==> config.mk <==
export PLATFORM = sky130hd
export DESIGN_NAME = apca_cell
export DESIGN_NICKNAME = d
export VERILOG_FILES = /design/src/hdl/apca_pkg.sv /design/src/hdl/apca_cell.sv
export SDC_FILE = /design/constraint.sdc
export NUM_CORES = 1
export LEC_CHECK = 0
export ABC_CLOCK_PERIOD_IN_PS = 5500
export BUFFER_PORTS_ARGS = -buffer_cell sky130_fd_sc_hd__buf_2
export CAP_MARGIN = 20
export CORE_UTILIZATION = 34
export CTS_BUF_LIST = sky130_fd_sc_hd__clkbuf_4 sky130_fd_sc_hd__clkbuf_8
export CTS_CLUSTER_SIZE = 25
export DETAILED_ROUTE_END_ITERATION = 10
export SYNTH_ARGS = -nofsm -noshare
export SYNTH_HDL_FRONTEND = slang
export SYNTH_SLANG_ARGS = --single-unit
==> constraint.sdc <==
create_clock -name clk -period 5.5 [get_ports clk]
set_input_delay 0.825 -clock clk [delete_from_list [all_inputs] [get_ports clk]]
set_output_delay 0.825 -clock clk [all_outputs]
set_load 0.05 [all_outputs]
==> src/hdl/apca_pkg.sv <==
package apca_pkg;

  localparam int NUM_RES   = 16;
  localparam int NUM_SLOTS = 16;
  localparam int SCAN_CYCLES = NUM_SLOTS + 4;

  localparam logic [2:0] KIND_ENQUEUE  = 3'd0;
  localparam logic [2:0] KIND_POLL     = 3'd1;
  localparam logic [2:0] KIND_ABANDON  = 3'd2;
  localparam logic [2:0] KIND_RELEASE  = 3'd3;
  localparam logic [2:0] KIND_SHUTDOWN = 3'd4;

  localparam logic [2:0] ST_DONE        = 3'd0;
  localparam logic [2:0] ST_GRANTED_NOW = 3'd1;
  localparam logic [2:0] ST_QUEUED      = 3'd2;
  localparam logic [2:0] ST_INVALID     = 3'd3;
  localparam logic [2:0] ST_ABORTED     = 3'd4;
  localparam logic [2:0] ST_NO_SPACE    = 3'd5;

  localparam logic [1:0] WS_QUEUED    = 2'd0;
  localparam logic [1:0] WS_GRANTED   = 2'd1;
  localparam logic [1:0] WS_CLAIMED   = 2'd2;
  localparam logic [1:0] WS_CANCELLED = 2'd3;

  localparam logic [16:0] PEND_LIMIT_MAX = 17'd65536;
  localparam logic [31:0] AGE_SAT_MS     = 32'd256000;
  localparam logic [18:0] MS_RECIP       = 19'd268436;
  localparam int          RECIP_SHIFT    = 28;
  localparam logic [7:0]  RANK_MAX       = 8'd255;

  typedef struct packed {
    logic [2:0]  kind;
    logic [3:0]  resource;
    logic [3:0]  slot;
    logic [7:0]  capacity;
    logic [16:0] pend_limit;
    logic [7:0]  priority_req;
    logic [7:0]  weight;
    logic [31:0] now_ms;
  } req_t;

  typedef struct packed {
    logic [2:0] status;
    logic [3:0] waiter_slot;
    logic [1:0] waiter_state;
    logic       grant_valid;
    logic [3:0] grant_slot;
  } resp_t;

  typedef struct packed {
    logic alloc;
    logic set_granted;
    logic cancel;
    logic free;
    logic cancel_queued;
  } cell_cmd_t;

  typedef struct packed {
    logic [3:0]  resource;
    logic [7:0]  prio;
    logic [7:0]  weight;
    logic [63:0] seq;
    logic [31:0] now_ms;
  } alloc_t;

  typedef struct packed {
    logic        found;
    logic [7:0]  rank;
    logic [63:0] seq;
    logic [3:0]  idx;
  } scan_t;

  typedef struct packed {
    logic       used;
    logic [1:0] state;
    logic [3:0] resource;
  } cell_view_t;

  typedef enum logic [1:0] {S_IDLE, S_SCAN, S_SEND} ctrl_state_t;

endpackage

==> src/hdl/apca_cell.sv <==
module apca_cell #(
  parameter logic [3:0] IDX = 4'd0
) (
  input  logic                  clk,
  input  logic                  rst,
  input  apca_pkg::cell_cmd_t   cmd,
  input  apca_pkg::alloc_t      alloc,
  input  logic [31:0]           scan_now,
  input  logic [3:0]            scan_res,
  input  apca_pkg::scan_t       carry_in,
  output apca_pkg::scan_t       carry_out,
  output apca_pkg::cell_view_t  view
);

  logic        used;
  logic [1:0]  state;
  logic [3:0]  res;
  logic [7:0]  prio;
  logic [7:0]  wt;
  logic [63:0] seq;
  logic [31:0] sub;

  logic [31:0] elapsed;
  logic        age_big;
  logic [7:0]  age_q;
  logic [7:0]  rank;
  logic [36:0] prod;
  logic [16:0] score;
  logic        elig;
  logic        take;

  always_ff @(posedge clk) begin
    if (rst) begin
      used <= 1'b0;
    end else if (cmd.alloc) begin
      used <= 1'b1;
    end else if (cmd.free) begin
      used <= 1'b0;
    end
  end

  always_ff @(posedge clk) begin
    if (cmd.alloc) begin
      state <= apca_pkg::WS_QUEUED;
      res   <= alloc.resource;
      prio  <= alloc.prio;
      wt    <= alloc.weight;
      seq   <= alloc.seq;
      sub   <= alloc.now_ms;
    end else if (cmd.set_granted) begin
      state <= apca_pkg::WS_GRANTED;
    end else if (cmd.cancel) begin
      state <= apca_pkg::WS_CANCELLED;
    end else if (cmd.cancel_queued && state == apca_pkg::WS_QUEUED) begin
      state <= apca_pkg::WS_CANCELLED;
    end
  end

  // aged rank, three stages
  assign prod  = 37'(elapsed[17:0]) * 37'(apca_pkg::MS_RECIP);
  assign score = 17'(prio) + 17'(age_q) * 17'(wt);

  always_ff @(posedge clk) begin
    elapsed <= (scan_now > sub) ? scan_now - sub : 32'd0;
    age_big <= elapsed >= apca_pkg::AGE_SAT_MS;
    age_q   <= prod[apca_pkg::RECIP_SHIFT +: 8];
    rank    <= (age_big || score > 17'(apca_pkg::RANK_MAX)) ? apca_pkg::RANK_MAX
                                                             : score[7:0];
  end

  assign elig = used && state == apca_pkg::WS_QUEUED && res == scan_res;
  assign take = !carry_in.found || rank > carry_in.rank ||
                (rank == carry_in.rank && seq < carry_in.seq);

  always_ff @(posedge clk) begin
    if (elig && take) begin
      carry_out <= '{found: 1'b1, rank: rank, seq: seq, idx: IDX};
    end else begin
      carry_out <= carry_in;
    end
  end

  assign view = '{used: used, state: state, resource: res};

endmodule

==> results.md <==
Synth:
- The top cell type by total area after synthesis is sky130_fd_sc_hd__ha_1.
- The unique cell type count in the Yosys netlist is 66.
- In this run, synthesis inferred 116 flip-flops with an integrated enable.
- The number of synthesized register bits is 245.
- Summed over its instances, the top area cell type makes up 21.64% of the synthesized netlist area.
- The cell area that synthesis handed to floorplanning was 17050 sq um.
- Counting every net in the synthesized netlist gives 2213.
- The proportion of register bits with asynchronous set or reset after synthesis is 0%.
- Sorting the synthesized cells by area gives the leading types as sky130_fd_sc_hd__ha_1 (22%), sky130_fd_sc_hd__edfxtp_1 (20%), sky130_fd_sc_hd__dfxtp_1 (15%).
- Each instance of the synthesized netlist takes up on average 10.72 sq um.
- Synthesis produced 1591 cells.
- The number of warnings issued by yosys is 0.
- The sequential-to-total area share from yosys stat is 35.57%.
- The dominant register cell in the synthesized netlist is sky130_fd_sc_hd__dfxtp_1.

Clock network:
- TritonCTS built the clock tree.
- CTS built an H-tree with a depth of 2.
- The total CTS buffers is 48.
- Clock-pin slew was measured on the worst setup and hold paths at 0.07 ns.
- The clock passes through at most 3 buffers.
- The clock root buffer is sky130_fd_sc_hd__clkbuf_8.
- Clock latency on the worst-skew pair, taken at its later pin, is 0.60 ns.
- The number of sinks driven by the clock tree is 245.
- Once the clock tree was built, the setup fixing pass inserted 0 buffers.

Worst setup path:
- The capturing element type of the critical path is a flop.
- Counting cells, the worst reg-to-reg path comes to 20.
- Data on the critical path arrives at its endpoint at 5.80 ns.
- At the worst endpoint, the required time is 6.02 ns.
- The maximum net fanout on the critical path is 5.
- The worst setup path is of the reg2reg kind.
- The worst setup path is launched from a flop.

Finish:
- The share of final-layout standard cells stronger than drive strength 1 is 24.14%.
- Compared with the post-synthesis result, the final layout area differs by 21.10%.
- The number of standard cells in the final layout excluding fillers is 2668.
- The footprint of the multi-input gates is 9748 sq um.
- For this run, the post-layout net count is 2584.
- Leaving out fill and tap cells, the most frequent cell in the layout is sky130_fd_sc_hd__buf_2.
- In the layout the commonest cells are sky130_fd_sc_hd__buf_2 (318), sky130_fd_sc_hd__inv_1 (308), sky130_fd_sc_hd__ha_1 (295), sky130_fd_sc_hd__dfxtp_1 (128), sky130_fd_sc_hd__edfxtp_1 (116).
- The count of fill cells added during filler insertion is 4858.
- The area occupied by registers is 6067 sq um.

GRT:
- The first global-routing pass estimated 64.48 mm of wire.
- Global routing used 16.30% of the available tracks across all layers.
- Entering global routing, the biggest net connects 54 pins.
- The initial antenna violation count is 4.
- The sum of overflow across all layers after global routing is 0.
- The number of global-route vias before repair is 12380.

Pwr:
- Power spread over the standard cell area amounts to 379.9 nW/um^2.
- The total power draw is 7847 uW.
- The analysis attributes to cell leakage a power of 0.01064 uW.
- The worst IR drop on VDD is 0.0002470 V.

Run status:
- The flow ran to the end, and the final reports show no timing, DRC or antenna violations.

Route:
- For this block, the initial DRC count from the detailed router was 416.
- The remaining design rule violation count is 0.
- The routed length per placed instance is 15.81 um.
- The number of iterations in the first detailed-routing pass is 5.
- Once detail routing completed, the nets flagged for antenna violations numbered 0.
- After detailed routing, the number of vias per cell comes to 4.572.
- The routed wire length is 42.19 mm.
- The routed layout has 12200 vias.

Timing:
- The highest clock rate is 189.2 MHz.
- Headroom to the max-slew limit came out at 53.77%.
- The slew of the pin with the lowest slew margin is 0.6934 ns.
- The count of pins over their slew limit is 0.
- The number of failing setup endpoints in the final timing report is 0.
- Subtracting the final worst setup slack from the clock period gives 5.285 ns.
- Setup repair after global routing left no endpoint under its margin.
- After layout, the worst path uses 96.10% of the clock period.
- The final-report hold violation count is 0.
- On the final layout, the worst clock skew is 0.02744 ns.
- Across all setup checks in the final design, the least slack found is 0.2146 ns.

Placement:
- The setup slack after placement is -0.001759 ns.
- Routability-driven placement finished with a final weighted congestion of 0.8689.
- Detailed placement finished with a half-perimeter wire length of 34.83 mm.
- Port buffering added 319 buffers.
- The number of instances in the placed design is 2576.

Worst hold path:
- Counting instances, the worst hold path has a depth of 2.
- The worst min-delay path category is in2reg.

Die:
- The overall die width is 226.0 um.
- After floorplanning, the core was sized to cover 49250 sq um.
- The starting utilization of the core area is 34.62%.
- The number of top-level pins is 320.
- The die is 226.0 um tall.
- The full die area is 51060 sq um.
- The cell row count is 81.

Run:
- Across the run, the number of max-cap violations was 0.
-- worst paths after layout --
kind                   end  startpoint  slack [ns]
min                   used         rst        0.37
min reg2reg  carry_out[71]     rank[3]        0.46
max reg2reg       age_q[6]  elapsed[7]        0.21
max               age_q[6]  elapsed[7]        0.21
-- layer usage --
| layer | routed length (um) | GRT usage, % | up-vias |
|---|---|---|---|
| met3 | 1692 | 2.615 | 57 |
| met1 | 19420 | 21.60 | 5735 |
| li1 | - | - | 6162 |
| met4 | 845 | 4.696 | 2 |
| met2 | 20230 | 27.23 | 243 |
| met5 | 10 | 0 | - |
-- kinds of logic after synthesis --
kind of cell	Yosys count	share of synthesized area, %
adder cells (fa/ha/maj)	386	32.33
AND/OR/NAND/NOR	297	8.943
AO/OA/AOI/OAI	224	8.790
buffers and inverters	325	7.410
multiplexers	78	5.114
XOR/XNOR	36	1.849
flip-flops	245	35.57
-- cell usage after synthesis (4+ instances only) --
library cell                 n
sky130_fd_sc_hd__nand3_1    15
sky130_fd_sc_hd__nand3b_1    5
sky130_fd_sc_hd__edfxtp_1  116
sky130_fd_sc_hd__or2_2       8
sky130_fd_sc_hd__or3_1       8
sky130_fd_sc_hd__o21bai_1    6
sky130_fd_sc_hd__nand2_1    62
sky130_fd_sc_hd__a31oi_1     9
sky130_fd_sc_hd__buf_2       5
sky130_fd_sc_hd__mux2i_1     5
sky130_fd_sc_hd__and4_1      4
sky130_fd_sc_hd__fa_1       91
sky130_fd_sc_hd__xnor2_1    23
sky130_fd_sc_hd__o21ai_0    44
sky130_fd_sc_hd__mux2_2     37
sky130_fd_sc_hd__and2_1     43
sky130_fd_sc_hd__o21a_1     12
sky130_fd_sc_hd__ha_1      295
sky130_fd_sc_hd__nor3_1     13
sky130_fd_sc_hd__nand2b_1   14
sky130_fd_sc_hd__nor2b_1    13
sky130_fd_sc_hd__nand4_1    25
sky130_fd_sc_hd__xor2_1     13
sky130_fd_sc_hd__a21o_1     48
sky130_fd_sc_hd__dfxtp_1   129
sky130_fd_sc_hd__buf_6       4
sky130_fd_sc_hd__mux2_1     36
sky130_fd_sc_hd__nor2_1     72
sky130_fd_sc_hd__inv_1     308
sky130_fd_sc_hd__nor4_1      4
sky130_fd_sc_hd__a21oi_1    56
sky130_fd_sc_hd__a211oi_1    7
-- worst max-delay path, stage by stage, from the launching register on --
cell	delay (ns)
sky130_fd_sc_hd__dfxtp_1	0.37
sky130_fd_sc_hd__buf_4	0.17
sky130_fd_sc_hd__ha_1	0.16
sky130_fd_sc_hd__ha_1	0.14
sky130_fd_sc_hd__inv_1	0.05
sky130_fd_sc_hd__fa_1	0.53
sky130_fd_sc_hd__inv_1	0.05
sky130_fd_sc_hd__fa_1	0.46
sky130_fd_sc_hd__fa_1	0.54
sky130_fd_sc_hd__fa_1	0.51
sky130_fd_sc_hd__ha_1	0.33
sky130_fd_sc_hd__a21o_1	0.19
sky130_fd_sc_hd__a21o_1	0.17
sky130_fd_sc_hd__a21o_1	0.17
sky130_fd_sc_hd__a21o_1	0.20
sky130_fd_sc_hd__a2111oi_2	0.38
sky130_fd_sc_hd__buf_4	0.18
sky130_fd_sc_hd__o31ai_1	0.10
sky130_fd_sc_hd__o21a_1	0.22
sky130_fd_sc_hd__o21ai_2	0.16
sky130_fd_sc_hd__o31a_1	0.15
-- what timing repair did --
item                       CTS  global route
hold endpoints to repair     0             0
hold buffers                 0             0
pin swaps                    0             1
resized for setup            1             7
setup endpoints to repair    2            10
-- flip-flops by register name, indices dropped and copies added (netlist names) --
register and flops:
state 2, wt 8, elapsed 32, sub 32, age_big 1, seq 64, prio 8, age_q 8
res 4, used 1, carry_out 77, rank 8
-- per-stage QoR --
stage / area [sq um] / hold WS [ns] / setup TNS (ns) / util (%)
after CTS: 20620 / 0.3235 / 0 / 41.87
final: 20650 / 0.3725 / 0 / 41.93
after global routing: 20650 / 0.3355 / 0 / 41.92
after global placement: 19520 / 0.4552 / 0 / 39.63
after floorplan: 17050 / 0.4067 / 0 / -
after detailed placement: 19520 / 0.4539 / -0.001759 / 39.63
-- where the power goes --
group,internal [uW],total (uW),switching [uW]
sequential,2090,2240,143
combinational,1550,3560,2010
clock,1230,2050,829
-- area by class of cell --
class,instances,area share [%]
tap,664,4.023
multi-input combinational,1021,47.20
clock buffer,72,4.495
inverter,308,5.598
timing repair buffer,338,8.433
sequential,245,29.38
clock inverter,17,0.8361
antenna,3,0.03635
Note: power is estimated with default switching activity, not from simulation.
